--- config.mk ---
export PLATFORM = sky130hd
export DESIGN_NAME = edd_chan
export DESIGN_NICKNAME = d
export VERILOG_FILES = /design/src/design/edd_pkg.sv /design/src/design/edd_chan.sv
export SDC_FILE = /design/constraint.sdc
export NUM_CORES = 1
export LEC_CHECK = 0
export ABC_CLOCK_PERIOD_IN_PS = 9760
export BUFFER_PORTS_ARGS = -buffer_cell sky130_fd_sc_hd__buf_2
export CORE_MARGIN = 4
export CORE_UTILIZATION = 60
export CTS_BUF_LIST = sky130_fd_sc_hd__clkbuf_4
export DETAILED_ROUTE_END_ITERATION = 10
export PLACE_DENSITY = 0.84
export SLEW_MARGIN = 20
export SYNTH_ARGS = -nofsm -noshare
export SYNTH_HDL_FRONTEND = slang
export SYNTH_SLANG_ARGS = --single-unit
--- constraint.sdc ---
create_clock -name clk -period 9.76 [get_ports clk]
set_input_delay 0 -clock clk [delete_from_list [all_inputs] [get_ports clk]]
set_output_delay 0 -clock clk [all_outputs]
set_load 0.02 [all_outputs]
--- src/design/edd_pkg.sv ---
// Shared types and helpers for the error-diffusion ditherer.
// Holds the per-channel control bundle and the quantize-and-rescale function.
// No dependencies.
package edd_pkg;

  // Stage strobes and per-pixel flags passed from the sequencer to each channel.
  typedef struct packed {
    logic clr;       // frame start: drop carried errors
    logic acc_en;    // capture the corrected value
    logic quant_en;  // capture quantized value and error
    logic wb_en;     // commit carried errors for this pixel
    logic last_col;
    logic last_row;
  } edd_ctrl_t;

  // Keep the top bd bits of v and rescale them to 0..255, truncated.
  // For depths that divide 8 this is bit replication. Otherwise
  // k*255/kmax = k*a + floor(k*r/kmax) with 255 = a*kmax + r, where the
  // small quotient comes from a few constant compares.
  function automatic logic [7:0] edd_quant(input logic [7:0] v, input logic [3:0] bd);
    logic [15:0] k;
    logic [15:0] p;
    logic [15:0] base;
    logic [15:0] quo;
    logic [15:0] sum;
    logic [7:0]  q;
    k    = 16'd0;
    p    = 16'd0;
    base = 16'd0;
    quo  = 16'd0;
    sum  = 16'd0;
    q    = v;
    case (bd)
      4'd1: q = {8{v[7]}};
      4'd2: q = {4{v[7:6]}};
      4'd4: q = {2{v[7:4]}};
      4'd3: begin
        k    = {13'd0, v[7:5]};
        base = k * 16'd36;
        p    = k * 16'd3;
        for (int j = 1; j <= 3; j++) begin
          if (p >= 16'(j * 7)) quo = quo + 16'd1;
        end
        sum  = base + quo;
        q    = sum[7:0];
      end
      4'd5: begin
        k    = {11'd0, v[7:3]};
        base = k << 3;
        p    = k * 16'd7;
        for (int j = 1; j <= 7; j++) begin
          if (p >= 16'(j * 31)) quo = quo + 16'd1;
        end
        sum  = base + quo;
        q    = sum[7:0];
      end
      4'd6: begin
        k    = {10'd0, v[7:2]};
        base = k << 2;
        p    = k * 16'd3;
        for (int j = 1; j <= 3; j++) begin
          if (p >= 16'(j * 63)) quo = quo + 16'd1;
        end
        sum  = base + quo;
        q    = sum[7:0];
      end
      4'd7: begin
        k    = {9'd0, v[7:1]};
        base = k << 1;
        if (k == 16'd127) quo = 16'd1;
        sum  = base + quo;
        q    = sum[7:0];
      end
      default: q = v;
    endcase
    return q;
  endfunction

endpackage

--- src/design/edd_chan.sv ---
// One color channel of the error-diffusion ditherer: correction, quantization
// and the carried error terms for the current and next row.
// Depends on edd_pkg.
module edd_chan #(
  parameter int ERROR_BITS = 13
) (
  input  logic                         clk,
  input  logic                         rst,
  input  edd_pkg::edd_ctrl_t           ctrl,
  input  logic [3:0]                   bd,
  input  logic [7:0]                   pix,
  input  logic signed [ERROR_BITS-1:0] mem_err,
  output logic [7:0]                   q,
  output logic signed [ERROR_BITS-1:0] below_left,
  output logic signed [ERROR_BITS-1:0] below
);
  import edd_pkg::*;

  localparam int EB = ERROR_BITS;
  localparam logic signed [EB:0] HI = {2'b00, {(EB-1){1'b1}}};
  localparam logic signed [EB:0] LO = {2'b11, {(EB-1){1'b0}}};

  function automatic logic signed [EB-1:0] sat_err(input logic signed [EB:0] s);
    logic signed [EB-1:0] r;
    r = s[EB-1:0];
    if (s > HI) r = HI[EB-1:0];
    if (s < LO) r = LO[EB-1:0];
    return r;
  endfunction

  logic [7:0]           v;
  logic signed [8:0]    e;
  logic signed [EB-1:0] right_carry;
  logic signed [EB-1:0] p0;
  logic signed [EB-1:0] p1;

  logic signed [EB:0]   acc_sum;
  logic signed [EB-1:0] acc;
  logic signed [EB:0]   acc_bias;
  logic signed [EB:0]   share;
  logic signed [EB:0]   corr;
  logic signed [EB:0]   ee;
  logic signed [EB:0]   e3;
  logic signed [EB:0]   e5;
  logic signed [EB:0]   e7;
  logic signed [EB-1:0] down_sum;
  logic [7:0]           q_next;

  // Division by 16 truncates toward zero: the arithmetic shift rounds down, so negative sums get a bias of 15.
  always_comb begin
    acc_sum  = {right_carry[EB-1], right_carry} + {mem_err[EB-1], mem_err};
    acc      = sat_err(acc_sum);
    acc_bias = {acc[EB-1], acc} + (acc[EB-1] ? (EB+1)'(15) : (EB+1)'(0));
    share    = acc_bias >>> 4;
    corr     = $signed({{(EB-7){1'b0}}, pix}) + share;
  end

  always_comb begin
    ee       = {{(EB-8){e[8]}}, e};
    e3       = (ee <<< 1) + ee;
    e5       = (ee <<< 2) + ee;
    e7       = (ee <<< 3) - ee;
    down_sum = sat_err({p1[EB-1], p1} + e5);
  end

  assign q_next     = edd_quant(v, bd);
  assign below_left = ctrl.last_row ? '0 : sat_err({p0[EB-1], p0} + e3);
  assign below      = ctrl.last_row ? '0 : down_sum;

  always_ff @(posedge clk) begin
    if (ctrl.acc_en) begin
      if (corr < 0) begin
        v <= 8'd0;
      end else if (corr > (EB+1)'(255)) begin
        v <= 8'd255;
      end else begin
        v <= corr[7:0];
      end
    end
    if (ctrl.quant_en) begin
      q <= q_next;
      e <= $signed({1'b0, v}) - $signed({1'b0, q_next});
    end
  end

  always_ff @(posedge clk) begin
    if (rst) begin
      right_carry <= '0;
      p0          <= '0;
      p1          <= '0;
    end else if (ctrl.clr) begin
      right_carry <= '0;
      p0          <= '0;
      p1          <= '0;
    end else if (ctrl.wb_en) begin
      right_carry <= ctrl.last_col ? '0 : e7[EB-1:0];
      if (ctrl.last_row || ctrl.last_col) begin
        p0 <= '0;
        p1 <= '0;
      end else begin
        p0 <= down_sum;
        p1 <= ee[EB-1:0];
      end
    end
  end

endmodule

Word-level counts from Yosys, hierarchy flattened
Index checks and enable logic that the tools add are counted.
- logic and storage cells: 106
- flip-flop bits (word level): 64
- output and inout port bits: 34
- equal/unequal tests: 8
- multiplexer cells: 42
- reductions and logical operators: 2
- add/subtract/negate cells: 23
- $mul: 4
- magnitude comparators: 21
- operator list (kind ; number):
    $mux 8 ; 25
    $mux 13 ; 11
    $add 8x1->8 const B ; 10
    $pmux 8 s7 ; 1
    $gt 14x13->1 const B ; 3
    $lt 14x13->1 const B ; 3
    $add 8x8->8 ; 4
    $ge 8x8->1 const B ; 4
    $ge 8x7->1 const B ; 3
    $eq 4x3->1 const B ; 4
    $ge 8x6->1 const B ; 2
    $add 13x11->14 ; 1
    $add 13x12->14 ; 1
    $add 13x13->14 ; 1
    $add 13x5->14 ; 1
    $sub 12x9->13 ; 1
    $add 11x9->12 ; 1
    $add 10x9->11 ; 1
    $add 9x10->11 ; 1
    $gt 11x9->1 const B ; 1
    $lt 11x1->1 const B ; 1
    $sub 8x8->9 ; 1
    $eq 4x2->1 const B ; 2
    $ge 8x5->1 const B ; 1
    13 further kinds ; 16

Longest topological paths before layout
- word-level depth: 25
- mapped depth: 40
- gate-level depth less buffers: 38

Least setup slack after synthesis
Ideal clock, no wire load.
- path kind: flip-flop to flip-flop
- from: register v[3]
- to: register e[8], data pin
- path buffers: 1
- data arrival time: 7.731 ns
- slack: 1.878 ns
- stages on the path, launching flop included: 37
- path through: edfxtp_1 -> fa_1 -> ha_1 -> inv_1 -> fa_1 -> xor2_1 -> nor3b_1 -> o21ai_0 -> o21ai_0 -> nor2_1 -> ha_1 -> clkbuf_1 -> inv_1 -> o211ai_1 -> o22ai_1 -> xor2_1 -> a21oi_1 -> ha_1 -> mux2_2 -> ha_1 -> nor2_1 -> a22oi_1 -> o21a_1 -> ha_1 -> nand2_1 -> o32a_1 -> fa_1 -> xnor2_1 -> a221o_1 -> nand2b_1 -> a21o_1 -> a32oi_1 -> ha_1 -> a21oi_1 -> nand2b_1 -> nand2_1 -> a31oi_1
- cells in the longest elaborated chain, start to end: 25
- RTL lines (what ; RTL line ; RTL):
    from (decl) ; edd_chan.sv:31 ; logic [7:0] v;
    from (signal assigned) ; edd_chan.sv:77 ; v <= corr[7:0];
    $mul 5x3->8 ; edd_pkg.sv:50 ; p = k * 16'd7;
    $ge 8x5->1 ; edd_pkg.sv:52 ; if (p >= 16'(j * 31)) quo = quo + 16'd1;
    $mux 1 ; edd_pkg.sv:52 ;
    $mux 8 ; edd_pkg.sv:33 ; case (bd)
    $add 8x1->8 ; edd_pkg.sv:52 ;
    $mux 8 ; edd_pkg.sv:52 ;
    $mux 8 ; edd_pkg.sv:33 ;
    $add 8x1->8 ; edd_pkg.sv:52 ;
    [9 not listed] ; n/a ;
    $mux 8 ; edd_pkg.sv:52 ;
    $mux 8 ; edd_pkg.sv:33 ;
    $add 8x1->8 ; edd_pkg.sv:52 ;
    $mux 8 ; edd_pkg.sv:52 ;
    $mux 8 ; edd_pkg.sv:33 ;
    $add 8x8->8 ; edd_pkg.sv:54 ; sum = base + quo;
    $pmux 8 s7 ; edd_pkg.sv:33 ;
    $sub 8x8->9 (*) ; edd_chan.sv:82 ; e <= $signed({1'b0, v}) - $signed({1'b0, q_next});
    to (signal assigned) ; edd_chan.sv:82 ;
    to (decl) ; edd_chan.sv:32 ; logic signed [8:0] e;
Mark *: on every way between the ends. The rest lies on a longest branch, timed or not. The select of a mux whose other input is x is not followed.
A chain may end at the register's enable or synchronous reset.

Worst setup path in the final report
- from: register v[4]
- to: register e[8], data pin
Same word-level chain as after synthesis.

==> summary.md <==
| Metric | Value |
|---|---|
| Hold_buf cts | `4` |
| CP Launch Type | `flip-flop` |
| Post-Syn Area | `7990 um2` |
| Slew Limit Headroom | `0.310` |
| Synth Register Bits | `60` |
| Detail Placement HPWL | `between 15,000 and 20,000 um` |
| Max-cap viol count | `0` |
| DRT Pass-1 Iters | `5` |
| Max Slew Vio Count | `0` |
| Clk_skew | `0.0152 ns` |
| Setup violations, final | `0` |
| Hold_ws | `about 0.052 ns` |
| Reg clk slew, reported paths | `roughly 0.11 ns` |
| Clock root cell | `clkbuf_4` |
| TritonCTS clock tree | `done` |
| RSZ-0062 raised after global routing | `no` |
| Share of synthesized cell area in full adder, half adder and majority cells | `0.239` |
| Final WS setup | `between 1 and 1.5 ns` |
| Complex-gate fraction of the synthesized area | `0.271` |
| GPL Wtd Cong | `0.959` |
| Clock Path Buffers | `2` |
| Top-count cell post-synth | `ha_1` |
| Skew-Pair Late Insertion Delay | `0.41 ns` |
| Worst setup path startpoint | `v[4]` |
| Pin count of the biggest net entering global routing | `27` |
| Critical Path RT | `roughly 10 ns` |
| Mux cell area share after synthesis | `0.00799` |
| Routed Antenna Nets | `0` |
| Via density | `6.14` |
| Hold Crit Class | `in2reg` |
| Vias in the first global route | `6,892` |
| YS warnings | `0` |
| Setup Buffers After CTS | `0` |
| Total grt overflow | `0` |
| Worst slew pin tran | `around 1.0 ns` |
| Setup CP Type | `reg2reg` |
| Final nets | `1,200` |
| Initial antenna violation count | `0` |
| Post-Syn Area per Cell | `8.18 um2` |
| Synth area leader | `ha_1` |
| Crit share post-route | `0.896` |
| Post-Synthesis Cells | `977` |
| Worst Path Arrival | `9.00 ns` |
| Tmin final | `about 8.7 ns` |
| Synth top cells by count | `104 x ha_1, 95 x nor2_1, 80 x a21oi_1, 67 x inv_1, 67 x o21ai_0` |
| Hold Vio Cnt, Final | `0` |
| CP peak stage delay | `~0.67 ns` |
| Xor/xnor share of the synthesized area | `0.0647` |
| # port buffers | `66` |
| Die width | `123 um` |
| Sink Count | `60` |
| Setup Slack @ Placement | `1.14 ns` |
| Initial DRC count | `around 720` |
| # DRC | `0` |
| TritonCTS Buffers | `9` |
| Worst reg2reg path depth | `37` |
| First-pass GRT wire length | `approximately 32,000 um` |
| Core region area | `12,800 um2` |
| Max H-tree Level | `3` |
| Fmax achieved | `around 0.11 GHz` |
| Die area | `15,200 um2` |
| # IOs | `67` |
| Final TNS setup | `0 ns` |
| Drt wl/cell | `16.1 um` |
| Hold path cells | `4` |
| Gr usage total | `0.261` |
| Reg2reg start | `v[4]` |
| Share of cells above drive strength 1 | `0.109` |
| Top cells by area, synth | `ha_1 16%, edfxtp_1 9.4%, dfxtp_1 8.8%` |
| Number of distinct library cells after synthesis | `81` |
| Nature of the critical path endpoint | `flip-flop` |
| Top_reg_cell synth | `dfxtp_1` |
| Post_cts resized | `0` |
| Register area share after synthesis | `0.182` |
| Hold_sp | `pix[0]` |
| Final WL | `just under 20,000 um` |
| ANT cells | `0` |
| Crit-path max FO | `12` |
| CP max stage cell | `edfxtp_1` |
| Initial Util | `0.623` |
| Rows | `41` |
| Total number of vias | `7,432` |
| Die Ht | `123 um` |
| Area Overhead vs Synth | `8.39%` |
| Most frequent CP cell | `ha_1` |
| Largest family of logic cells by synthesized area | `compound AO/OA/AOI/OAI gates` |
| Fraction of registers with async set/reset | `0` |
| Outcome | `completed` |
| Yosys top cell area share | `0.163` |
| Post-synth EDFFs | `25` |
| Simple-gate share of the synthesized area | `0.189` |
[worst paths after layout]
| check | end | slack (ns) |
|---|---|---|
| max | e[8] | 1.01 |
| min | v[0] | 0.05 |
| max reg2reg | e[8] | 1.01 |
| min reg2reg | p0[3] | 0.49 |
[flip-flops by register name (all words and copies together) (netlist names)]
signal and count:
v 8, p0 13, right_carry 13, q 8, p1 9, e 9
[cell usage in the layout, fill, tap and decap left out, drive strengths merged, types with 5 or more instances in the layout]
cell / n
buf: 67
nand2b: 21
o21a: 32
o211ai: 13
o32a: 6
nand3b: 7
nand3: 10
and3: 10
nor2: 95
xnor2: 36
nor2b: 26
or3: 7
o31ai: 10
a31oi: 10
a211oi: 10
edfxtp: 25
xor2: 23
and2: 8
or2: 11
fa: 29
o21ai: 70
nand2: 62
dfxtp: 35
nor3: 21
a221o: 7
clkbuf: 10
o22ai: 8
o21bai: 8
a21oi: 80
a21o: 18
nor3b: 9
ha: 104
inv: 67
a21boi: 5
[layout make-up]
cell class              count  area (um2)
clock buffers              10        75.1
clock inverters             6         113
fillers                  1097        4160
inverters                  68         255
multi-input cells         824        6170
flip-flops and latches     60        1450
well taps                 172         215
repair buffers             71         378
[stage by stage]
step	cells	util	area (um2)
detailed placement	1191	0.658	8430
CTS	1211	0.675	8660
floorplan	978	-	7990
global placement	1191	0.658	8430
finish	1211	0.675	8660
global route	1211	0.675	8660
[routing by layer]
| metal | GRT usage | wire, um | share of wire |
|---|---|---|---|
| met2 | 0.445 | 9240 | 0.47 |
| met3 | 0.0425 | 1070 | 0.055 |
| met5 | 0 | 0 | 0 |
| met1 | 0.348 | 8730 | 0.45 |
| met4 | 0.0595 | 420 | 0.022 |
[cell families after synthesis]
logic type | count (synthesis)
fa+ha+maj | 136
xor+xnor | 59
flops | 60
other cells | 1
compound gates | 318
simple gates | 303
mux | 6
buf+inv | 94
[worst max-delay path, delay by kind of cell, from the launching register on]
kind,cells,cell delay (ns)
AOI/OAI and AO/OA,15,3.13
xor gates and xnor gates,2,0.27
adders and majority gates,9,3.01
buffers and inverters,2,0.22
DFF,1,0.67
muxes,1,0.28
and+or+nand+nor,8,1.03
Power is left out: the tool's default activity adds up to more than one toggle a clock period on the data nets, which glitch-free logic cannot reach.
